$ cat src/sfnms_pkg.sv
// Shared types and constants of the score-filter greedy NMS block.
// No dependencies; every other file but sfnms_ram imports this package.
`timescale 1ns / 1ps
package sfnms_pkg;

   localparam int CSR_DATA_W = 32;
   localparam int CSR_ADDR_W = 3;

   // register indexes on the configuration port (paddr[2])
   localparam logic REG_SCORE_THR = 1'b0;
   localparam logic REG_IOU_THR   = 1'b1;

   localparam logic [15:0] SCORE_THR_RESET = 16'd32768;
   localparam logic [15:0] IOU_THR_RESET   = 16'd26214;

   typedef struct packed {
      logic [15:0] box_x1;
      logic [15:0] box_y1;
      logic [15:0] box_x2;
      logic [15:0] box_y2;
      logic [15:0] score;
      logic [7:0]  class_index;
      logic        last;
   } req_type;

   typedef struct packed {
      logic [15:0] det_x1;
      logic [15:0] det_y1;
      logic [15:0] det_x2;
      logic [15:0] det_y2;
      logic [15:0] det_score;
      logic [7:0]  det_class;
      logic        valid_res;
      logic        overflow;
      logic        last_out;
   } rsp_type;

   // one stored box
   typedef struct packed {
      logic [15:0] x1;
      logic [15:0] y1;
      logic [15:0] x2;
      logic [15:0] y2;
      logic [15:0] score;
      logic [7:0]  cls;
   } entry_type;

   // controller -> datapath
   typedef struct packed {
      logic capture;    // take the input beat
      logic drop;       // store full: flag overflow
      logic ins_start;  // insertion index <= count
      logic ins_rd;     // read entry below insertion index
      logic ins_shift;  // move read entry up one slot
      logic ins_place;  // write candidate at insertion index
      logic sup_start;  // clear mask and pending survivor
      logic rd_i;       // read outer entry
      logic take_i;     // outer entry survives
      logic next_i;     // advance outer index
      logic rd_j;       // read inner entry
      logic iou_done;   // apply overlap verdict, advance inner index
      logic finish;     // emit final beat, clear set state
   } cmd_type;

   // datapath -> controller
   typedef struct packed {
      logic qualify;
      logic is_last;
      logic full;
      logic k_zero;
      logic rd_score_ge;
      logic i_end;
      logic i_supp;
      logic j_end;
      logic out_free;
   } sts_type;

   function automatic logic [15:0] span16(input logic [15:0] lo, input logic [15:0] hi);
      span16 = (hi > lo) ? (hi - lo) : 16'd0;
   endfunction

endpackage

$ cat src/sfnms_ctrl.sv
// Controller state machine: insertion sort, suppression sweep, result emission.
// Depends on sfnms_pkg.
`timescale 1ns / 1ps
module sfnms_ctrl
   import sfnms_pkg::*;
(
   input  logic    clock,
   input  logic    reset,
   input  logic    req_valid,
   output logic    req_ready,
   input  sts_type sts,
   output cmd_type cmd
);
   localparam logic [3:0] ST_IDLE     = 4'd0;
   localparam logic [3:0] ST_CHK      = 4'd1;
   localparam logic [3:0] ST_INS_TEST = 4'd2;
   localparam logic [3:0] ST_INS_WAIT = 4'd3;
   localparam logic [3:0] ST_AFTER    = 4'd4;
   localparam logic [3:0] ST_SI       = 4'd5;
   localparam logic [3:0] ST_SI_WAIT  = 4'd6;
   localparam logic [3:0] ST_SJ       = 4'd7;
   localparam logic [3:0] ST_J_WAIT   = 4'd8;
   localparam logic [3:0] ST_J1       = 4'd9;
   localparam logic [3:0] ST_J2       = 4'd10;
   localparam logic [3:0] ST_J3       = 4'd11;
   localparam logic [3:0] ST_J4       = 4'd12;
   localparam logic [3:0] ST_FIN      = 4'd13;

   logic [3:0] state_ff, state_in;

   always_comb begin
      state_in  = state_ff;
      cmd       = '0;
      req_ready = 1'b0;
      case (state_ff)
         ST_IDLE: begin
            req_ready = 1'b1;
            if (req_valid) begin
               cmd.capture = 1'b1;
               state_in    = ST_CHK;
            end
         end
         ST_CHK: begin
            if (!sts.qualify) begin
               state_in = ST_AFTER;
            end else if (sts.full) begin
               cmd.drop = 1'b1;
               state_in = ST_AFTER;
            end else begin
               cmd.ins_start = 1'b1;
               state_in      = ST_INS_TEST;
            end
         end
         ST_INS_TEST: begin
            if (sts.k_zero) begin
               cmd.ins_place = 1'b1;
               state_in      = ST_AFTER;
            end else begin
               cmd.ins_rd = 1'b1;
               state_in   = ST_INS_WAIT;
            end
         end
         ST_INS_WAIT: begin
            // equal scores stay ahead of the newcomer
            if (sts.rd_score_ge) begin
               cmd.ins_place = 1'b1;
               state_in      = ST_AFTER;
            end else begin
               cmd.ins_shift = 1'b1;
               state_in      = ST_INS_TEST;
            end
         end
         ST_AFTER: begin
            if (sts.is_last) begin
               cmd.sup_start = 1'b1;
               state_in      = ST_SI;
            end else begin
               state_in = ST_IDLE;
            end
         end
         ST_SI: begin
            if (sts.i_end) begin
               state_in = ST_FIN;
            end else if (sts.i_supp) begin
               cmd.next_i = 1'b1;
            end else begin
               cmd.rd_i = 1'b1;
               state_in = ST_SI_WAIT;
            end
         end
         ST_SI_WAIT: begin
            // hold until the output register can take the previous survivor
            if (sts.out_free) begin
               cmd.take_i = 1'b1;
               state_in   = ST_SJ;
            end
         end
         ST_SJ: begin
            if (sts.j_end) begin
               cmd.next_i = 1'b1;
               state_in   = ST_SI;
            end else begin
               cmd.rd_j = 1'b1;
               state_in = ST_J_WAIT;
            end
         end
         ST_J_WAIT: state_in = ST_J1;
         ST_J1:     state_in = ST_J2;
         ST_J2:     state_in = ST_J3;
         ST_J3:     state_in = ST_J4;
         ST_J4: begin
            cmd.iou_done = 1'b1;
            state_in     = ST_SJ;
         end
         ST_FIN: begin
            if (sts.out_free) begin
               cmd.finish = 1'b1;
               state_in   = ST_IDLE;
            end
         end
         default: state_in = ST_IDLE;
      endcase
   end

   always_ff @(posedge clock) begin
      if (reset) begin
         state_ff <= ST_IDLE;
      end else begin
         state_ff <= state_in;
      end
   end
endmodule

$ cat config.mk
export PLATFORM = sky130hd
export DESIGN_NAME = sfnms_ctrl
export DESIGN_NICKNAME = d
export VERILOG_FILES = /design/src/sfnms_pkg.sv /design/src/sfnms_ctrl.sv
export SDC_FILE = /design/constraint.sdc
export NUM_CORES = 1
export LEC_CHECK = 0
export ABC_CLOCK_PERIOD_IN_PS = 1250
export CAP_MARGIN = 15
export CORE_AREA = 2 2 39 41
export CTS_BUF_LIST = sky130_fd_sc_hd__clkbuf_16
export CTS_CLUSTER_SIZE = 30
export DETAILED_ROUTE_END_ITERATION = 12
export DIE_AREA = 0 0 41 43
export DONT_BUFFER_PORTS = 1
export HOLD_SLACK_MARGIN = 0.05
export SLEW_MARGIN = 20
export SYNTH_ARGS = -nofsm -noshare
export SYNTH_HDL_FRONTEND = slang
export SYNTH_SLANG_ARGS = --single-unit
$ cat constraint.sdc
create_clock -name clock -period 1.25 [get_ports clock]
set_input_delay 0.125 -clock clock [delete_from_list [all_inputs] [get_ports clock]]
set_output_delay 0.125 -clock clock [all_outputs]
set_load 0.005 [all_outputs]
==> results of run 1 <==
[Yosys cell counts (all sizes together)]
library cell	number
a211oi	3
a21oi	3
a221oi	1
a311oi	1
a31oi	1
a32o	1
a32oi	2
and2	1
and3	2
buf	8
dfxtp	4
inv	3
mux2i	4
nand2	6
nand2b	9
nand3	1
nor2	5
nor2b	3
nor3	4
nor4	6
nor4b	1
o211a	1
o21ai	2
o2bb2ai	2
o32ai	1
o41ai	1
or2	1
or3b	2
or4b	1
xnor2	1
[final timing paths]
check | startpoint | to | cells after the start
worst max register to register | state_ff[1] | state_ff[1] | 4
worst min register to register | state_ff[1] | state_ff[1] | 3
worst min-delay path | reset | state_ff[1] | 2
worst max-delay path | state_ff[1] | state_ff[1] | 4
[metal layers]
layer	routed length, um	track usage
met1	1040	0.340
met5	0	0
met2	1110	0.406
met4	13	0.100
met3	89	0.0366
[cells in the final DEF (no fill, tap or decap), drive strengths merged, types with 3 or more instances in the layout]
cell type	netlist	routed
nand2	6	6
nand2b	9	9
nor2b	3	3
a211oi	3	3
nor2	5	5
dfxtp	4	4
mux2i	4	4
clkbuf	0	3
nor3	4	4
nor4	6	6
inv	3	3
buf	8	32
a21oi	3	3
[cell type report]
class                      count  area [um^2]  area share
timing repair buffer          33          303       0.263
multi-input combinational     66          651       0.565
tap                           16         20.0      0.0174
sequential                     4         92.6      0.0803
clock buffer                   3         75.1      0.0651
inverter                       3         11.3     0.00977
[per-stage QoR]
step | hold WS, ps | area [um^2] | std cells | TNS, ps | setup slack [ps]
2_1_floorplan | 194 | 617 | 81 | -89.7 | -56.4
3_3_place_gp | 199 | 748 | 112 | -588 | -194
3_5_place_dp | 203 | 748 | 112 | -822 | -235
4_1_cts | 87.6 | 1100 | 123 | -1340 | -204
5_1_grt | 106 | 1150 | 125 | -2090 | -293
6_report | 86.6 | 1150 | 125 | -1260 | -208
[cells by family (layout without fill, tap and decap cells)]
family / after synthesis / in the layout / synth area share
xor+xnor: 1 / 1 / 0.0148
buf+inv: 11 / 39 / 0.0928
compound gates: 19 / 19 / 0.264
simple gates: 42 / 42 / 0.426
mux: 4 / 4 / 0.0675
flops: 4 / 4 / 0.135
[timing repair]
item                       CTS  global route
pin swaps                    9             5
setup endpoints to repair   18            17
hold endpoints to repair     2             0
setup buffers                7             2
gates resized for setup     47             9
hold buffers                 1             0
[worst reg2reg max path: stages (launching register included)]
cell and delay (ps):
dfxtp_4 350, or4b_1 530, a311oi_2 240, o41ai_1 120, mux2i_1 140
[power groups by stage]
stage	registers, W	logic (W)	clock network, W
2_1_floorplan	0.000172	0.000499	0
3_3_place_gp	0.000212	0.000693	0
3_5_place_dp	0.000214	0.000708	0
4_1_cts	0.000229	0.00105	0.000496
5_1_grt	0.000228	0.00124	0.000509
6_report	0.000223	0.00118	0.000486
==> results.json, run 1 <==
{
  "timing.critical_path.fanout_max": 6,
  "wire_length_of_the_first_global_routing_pass_um": 3180,
  "synth_seq_area_share": 0.135,
  "globalplace.congestion": 0.811,
  "synthDominantAreaCellType": "dfxtp_1",
  "power_frac_seq": 0.118,
  "detailedPlacementHpwl_um": 1380,
  "clock_skew_ps": 0.440,
  "core_outline_area_um2": 1380,
  "power.internal_w": 0.00119,
  "maxCapViolations": 0,
  "worstMarginPinSlew_ps": 293,
  "syn_nets": 93,
  "floorplan.initialDensity": 0.429,
  "post_synth_main_area_contributors": "dfxtp_1 (14%), nand2b_1 (9.5%), mux2i_1 (6.8%)",
  "setup.reg_to_reg.worst_slack_ps": -210,
  "clock_tree.root_cell": "clkbuf_16",
  "syn_to_final_growth_pct": 94.3,
  "grt_pass1_vias": 741,
  "power.clock.fraction": 0.258,
  "drtPass1Iterations": 4,
  "largest_reg_flops": 4,
  "clock_tree.htree_level_count": 1,
  "power-per-cell-area_nw_per_um2": 1640,
  "setup-violations-final": 16,
  "fin_util": 0.833,
  "port_buffers": 0,
  "die_area_um2": 1760,
  "worstSkewPairLatency_ps": 220,
  "num_antenna_cells": 0,
  "cts_max_path_buffers": 2,
  "grt_start_max_net_pins": 11,
  "post_drt_antenna_nets": 0,
  "post_route_cells_drive_above_1_share": 0.624,
  "drt_wl_total_um": 2260,
  "worst-setup-path-type": "reg2reg",
  "cts_tree": "yes",
  "slew_violations": 0,
  "viasPerCell": 6.18,
  "period_share": 1.17,
  "synthDominantCellAreaShare": 0.135,
  "initialDrtViolationCount": 15,
  "routed_wire_length_per_instance_um": 18.0,
  "crit_family": "simple AND/OR/NAND/NOR gates",
  "required_time_worst_endpoint_ps": 1390,
  "critical_path.cell_chain": "or4b_1, a311oi_2, o41ai_1, mux2i_1",
  "cellLeakagePower_nw": 0.450,
  "fmaxAchievable_ghz": 0.686,
  "reg_top3": "state_ff (4)",
  "registers.top_by_ff_count": "state_ff",
  "ys_seq_elements": 4,
  "slowest_delay_ps": 530,
  "ys_types": 36,
  "cell_count_after_synthesis": 81,
  "initial_antenna_violation_count": 0,
  "violations": "setup timing",
  "chipHeight_um": 43,
  "numCtsBuffers": 3,
  "grt_usage": 0.259,
  "detail_route.drc_violations": 0,
  "power.total_w": 0.00189,
  "hold_viol_final": 0,
  "p_sw_w": 0.000694,
  "cpMaxStageDelayCell": "or4b_1",
  "irDropWorstVdd_v": 0.00176,
  "clock-sinks": 4,
  "worst_slew_margin_rel": 0.799,
  "timing.critical_path.to_type": "flip-flop",
  "syn_area_um2": 593,
  "die_x_um": 41,
  "status": "finished, violations left",
  "route.vias.total": 773,
  "yosysWarnings": 0,
  "grt_setup_unrepaired": "yes",
  "min-delay-path-class": "in2reg",
  "worstPathArrival_ps": 1600,
  "netSwitchingFraction": 0.368,
  "layout.nets": 123,
  "comb_power_share": 0.624,
  "crit_buf_inv": 0,
  "fill_cells": 70,
  "overflow_after_grt": 0,
  "clk_transition_reported_paths_ps": 30,
  "final.min_clock_period_ps": 1460,
  "layout_setup_ws_ps": -208,
  "io_pins": 26,
  "synthesis.area_per_instance_um2": 7.32,
  "placementRows": 14,
  "worst_setup_path_start_kind": "flip-flop"
}
Note: power is estimated with default switching activity, not from simulation.
==> inputs of run 2 (changes only) <==
ABC_AREA = 1   (was default)
==> results.json, run 2 <==
{
  "status": "finished, final reports clean",
  "drt_wl_total_um": 1350,
  "grt_use_met3": 0.0209,
  "fin_tns_setup_ps": 0,
  "largest_reg_flops": 4,
  "p_sw_w": 0.000575,
  "port_buffers": 0,
  "fmaxAchievable_ghz": 0.815,
  "initial_antenna_violation_count": 0,
  "io_pins": 26,
  "cts_max_path_buffers": 2,
  "irDropWorstVdd_v": 0.00164,
  "clock_tree.root_cell": "clkbuf_16",
  "viasPerCell": 4.78,
  "netSwitchingFraction": 0.395,
  "wire_length_of_the_first_global_routing_pass_um": 2030,
  "detailedPlacementHpwl_um": 1100,
  "floorplan.initialDensity": 0.368,
  "clock_skew_ps": 0.193,
  "die_x_um": 41,
  "cts_tree": "yes",
  "ys_types": 15,
  "worst_slew_margin_rel": 0.863,
  "timing.critical_path.to_type": "output pin",
  "clock_tree.htree_level_count": 1,
  "power.clock.fraction": 0.340,
  "layout_setup_ws_ps": 23.3,
  "numCtsBuffers": 3,
  "worstPathArrival_ps": 1100,
  "synthMostInstantiatedCell": "nand2_1",
  "period_share": 0.981,
  "power.internal_w": 0.000879,
  "core_outline_area_um2": 1380,
  "setup-violations-final": 0,
  "hold_viol_final": 0,
  "grt_pass1_vias": 529,
  "num_antenna_cells": 0,
  "clock-sinks": 4,
  "post_route_cells_drive_above_1_share": 0.370,
  "grt_use_met2": 0.284,
  "clk_transition_reported_paths_ps": 30,
  "power-per-cell-area_nw_per_um2": 2010,
  "timing.critical_path.fanout_max": 6,
  "die_area_um2": 1760,
  "synth_edf_count": 0,
  "registers.top_by_ff_count": "state_ff",
  "globalplace.congestion": 0.758,
  "grt_usage": 0.169,
  "main_flop_type_after_synthesis": "dfxtp_1",
  "worst_setup_path_start_kind": "flip-flop",
  "routed_wire_length_per_instance_um": 10.9,
  "grt_start_max_net_pins": 7,
  "async_reset_ff_frac": 0,
  "post_synth_main_area_contributors": "nand2_1 (21%), dfxtp_1 (16%), nor2_1 (15%)",
  "final.min_clock_period_ps": 1230,
  "synthDominantCellAreaShare": 0.206,
  "placementRows": 14,
  "dp_slack_ps": -31.5,
  "cellLeakagePower_nw": 0.386,
  "syn_area_um2": 509,
  "drtPass1Iterations": 5,
  "synth_top_cells_by_count": "nand2_1 (28), nor2_1 (20), inv_1 (13), nand3_1 (8), nand2_2 (6)",
  "initialDrtViolationCount": 15,
  "layout.cells.most_common_list": "nand2_1 (25), nor2_1 (14), inv_1 (12)",
  "layout_commonest_cell": "nand2_1",
  "layout.nets": 122,
  "maxCapViolations": 0,
  "chipHeight_um": 43,
  "ys_seq_elements": 4,
  "slew_violations": 0,
  "cell_count_after_synthesis": 99,
  "grt_setup_unrepaired": "yes",
  "worst-setup-path-type": "reg2out",
  "worstMarginPinSlew_ps": 206,
  "grt.met1_usage": 0.196,
  "yosysWarnings": 0,
  "worstSkewPairLatency_ps": 220,
  "required_time_worst_endpoint_ps": 1120,
  "synthesis.area_per_instance_um2": 5.14,
  "detail_route.drc_violations": 0,
  "syn_to_final_growth_pct": 42.0,
  "route.vias.total": 593,
  "syn_nets": 111,
  "top_usage_layer": "met2",
  "power_frac_seq": 0.178,
  "synthDominantAreaCellType": "nand2_1",
  "min-delay-path-class": "in2reg",
  "synth_seq_area_share": 0.157,
  "comb_power_share": 0.483,
  "reg_top3": "state_ff (4)",
  "post_drt_antenna_nets": 0,
  "overflow_after_grt": 0
}
==> run 2: cell type report <==
| cell class | instances | area, um^2 |
|---|---|---|
| clock buffer | 3 | 75.1 |
| fill | 151 | 661 |
| inverter | 17 | 63.8 |
| multi-input combinational | 78 | 418 |
| sequential | 4 | 95.1 |
| tap | 16 | 20.0 |
| timing repair buffer | 6 | 51.3 |
==> run 2: worst paths after layout <==
kind	cells past startpoint	to	from	slack, ps
worst min-delay path	3	state_ff[3]	sts[0]	140
worst max register to register	9	state_ff[0]	state_ff[2]	80
worst min register to register	2	state_ff[1]	state_ff[1]	520
worst max-delay path	5	cmd[10]	state_ff[0]	20
==> run 2: metrics by stage <==
step / util / power [W] / instance area (um^2) / cells / hold slack, ps
after CTS: 0.487 / 0.00138 / 674 / 124 / 151
after global routing: 0.523 / 0.00157 / 723 / 124 / 171
final: 0.523 / 0.00145 / 723 / 124 / 145
after floorplan: - / 0.000644 / 509 / 99 / 194
after global placement: 0.404 / 0.000797 / 559 / 119 / 196
after detailed placement: 0.404 / 0.000798 / 559 / 119 / 199
==> run 2: cell families after synthesis <==
group,after synthesis,synth area share
flops,4,0.157
compound gates,6,0.0590
buf+inv,17,0.125
simple gates,72,0.658
==> run 2: critical path, stage by stage, from the launching register on <==
cell	delay (ps)
dfxtp_4	380
inv_2	60
nor2_4	140
nand2_2	100
nor2_4	90
buf_4	110
==> run 2: power groups by stage <==
stage                     sequential [W]  clock (W)  combinational [W]
after CTS                       0.000250   0.000503           0.000631
final                           0.000258   0.000493           0.000701
after detailed placement        0.000220          0           0.000577
after floorplan                 0.000213          0           0.000431
after global routing            0.000266   0.000517           0.000782
after global placement          0.000219          0           0.000578
==> run 2: timing repair <==
item,CTS,global route
gates resized for setup,9,16
buffers inserted,1,0
endpoints found under the hold margin,4,0
endpoints found under the setup margin,11,11
pin swaps,1,4
hold buffers,1,0
==> run 2: metal layers <==
| layer | part of all wire | up-vias |
|---|---|---|
| met2 | 0.54 | 20 |
| met5 | 0 | - |
| met1 | 0.39 | 250 |
| met3 | 0.057 | 2 |
| met4 | 0.014 | 0 |
| li1 | - | 321 |
==> inputs of run 3 (changes only) <==
CORE_AREA = default   (was 2 2 39 41)
CORE_MARGIN = 2   (was default)
CORE_UTILIZATION = 35   (was default)
DIE_AREA = default   (was 0 0 41 43)
GPL_TIMING_DRIVEN = 0   (was default)
==> results.json, run 3 (synthesis results as in run 2) <==
{
  "status": "finished, final reports clean",
  "floorplan.initialDensity": 0.382,
  "clock-sinks": 4,
  "globalplace.congestion": 0.774,
  "port_buffers": 0,
  "power-per-cell-area_nw_per_um2": 2000,
  "numCtsBuffers": 3,
  "grt_start_max_net_pins": 7,
  "clock_skew_ps": 0.892,
  "initial_antenna_violation_count": 0,
  "final.min_clock_period_ps": 1220,
  "largest_reg_flops": 4,
  "timing.critical_path.fanout_max": 6,
  "layout.nets": 118,
  "placementRows": 13,
  "worst-setup-path-type": "reg2reg",
  "worst_slew_margin_rel": 0.867,
  "drtPass1Iterations": 4,
  "critical_path.cell_chain": "inv_2, nor2_4, buf_4, nand2_1, nand3_1, nor2_1, nand2_1, nand2_1, a21oi_1",
  "clock_tree.root_cell": "clkbuf_16",
  "post_drt_antenna_nets": 0,
  "route.vias.total": 584,
  "detail_route.drc_violations": 0,
  "min-delay-path-class": "in2reg",
  "cpMostUsedCell": "nand2_1",
  "num_antenna_cells": 0,
  "io_pins": 26,
  "worstSkewPairLatency_ps": 220,
  "timing.critical_path.to_type": "flip-flop",
  "cellLeakagePower_nw": 0.375,
  "overflow_after_grt": 0,
  "grt_usage": 0.140,
  "multi_input_comb_area_um2": 408,
  "detailedPlacementHpwl_um": 1050,
  "fmaxAchievable_ghz": 0.820,
  "setup-violations-final": 0,
  "drt_wl_total_um": 1330,
  "die_area_um2": 1780,
  "worst_setup_path_start_kind": "flip-flop",
  "layout.cells.most_common_list": "nand2_1 (28), nor2_1 (15), inv_1 (13)",
  "worstPathArrival_ps": 1370,
  "irDropWorstVdd_v": 0.00162,
  "routed_wire_length_per_instance_um": 11.2,
  "worstMarginPinSlew_ps": 199,
  "placed_area_um2": 528,
  "registers.top_by_ff_count": "state_ff",
  "maxCapViolations": 0,
  "fill_cells": 150,
  "finalInstanceArea_um2": 676,
  "slowest_delay_ps": 370,
  "cts_max_path_buffers": 2,
  "chipHeight_um": 42.1,
  "hold_viol_final": 0,
  "clk_transition_reported_paths_ps": 30,
  "grt_pass1_vias": 495,
  "wire_length_of_the_first_global_routing_pass_um": 1950,
  "grt_setup_unrepaired": "yes",
  "layout_commonest_cell": "nand2_1",
  "clock_tree.htree_level_count": 1,
  "post_route_cells_drive_above_1_share": 0.308,
  "initialDrtViolationCount": 12,
  "power.total_w": 0.00135,
  "slew_violations": 0,
  "core_outline_area_um2": 1330,
  "cpMaxStageDelayCell": "dfxtp_4",
  "reg_top3": "state_ff (4)",
  "required_time_worst_endpoint_ps": 1400,
  "sequential_cell_area_um2": 92.6,
  "viasPerCell": 4.91,
  "die_x_um": 42.1,
  "cts_tree": "yes",
  "period_share": 0.975,
  "syn_to_final_growth_pct": 32.7
}
[run 3: changes by cell type in the layout (fill, tap and decap cells not counted), moves of 2 or more]
cell	change
nand2_2	-4
nand2_1	+3
buf_4	-3
nor2_4	-2
[run 3: area by class of cell]
type | instances | area share
clock buffer | 3 | 0.111
inverter | 17 | 0.0944
multi-input combinational | 78 | 0.604
sequential | 4 | 0.137
tap | 15 | 0.0278
timing repair buffer | 2 | 0.0259
[run 3: metal layers]
metal,vias up,track usage,share of wire
met4,0,0.0563,0.014
met2,26,0.256,0.52
met3,2,0.0172,0.072
met5,-,0,0
li1,313,-,-
met1,243,0.163,0.39
[run 3: power breakdown]
part	switching, W	internal [W]
sequential	0.0000775	0.000183
clock	0.0000851	0.000408
combinational	0.000377	0.000217
total	0.000540	0.000809
[run 3: what timing repair did]
| item | in CTS | in global routing |
|---|---|---|
| pin swaps | 0 | 2 |
| setup buffers | 0 | 1 |
| endpoints found under the hold margin | 4 | 0 |
| resized for setup | 7 | 11 |
| hold buffers | 1 | 0 |
| endpoints found under the setup margin | 5 | 5 |
[run 3: stage by stage]
stage	utilization	cells	setup WS (ps)	hold slack (ps)	setup TNS [ps]
floorplan	-	99	139	194	0
global placement	0.396	114	-25.0	197	-61.6
detailed placement	0.396	114	-30.5	198	-69.2
CTS	0.471	118	27.8	147	0
global route	0.507	119	-66.0	157	-216
finish	0.507	119	31.1	150	0
[run 3: path summary, 6_finish.rpt]
kind / slack (ps) / endpoint / from / depth (start not counted)
setup / recovery: 30 / state_ff[2] / state_ff[2] / 9
hold / removal: 150 / state_ff[3] / sts[0] / 3
setup reg to reg: 30 / state_ff[2] / state_ff[2] / 9
hold reg to reg: 530 / state_ff[1] / state_ff[1] / 2
[run 3: critical path: cells and delay by family, from the launching register on]
kind                   cells  cell delay (ps)
and+or+nand+nor            6              480
DFF                        1              370
buffers and inverters      2              190
AOI/OAI and AO/OA          1              110
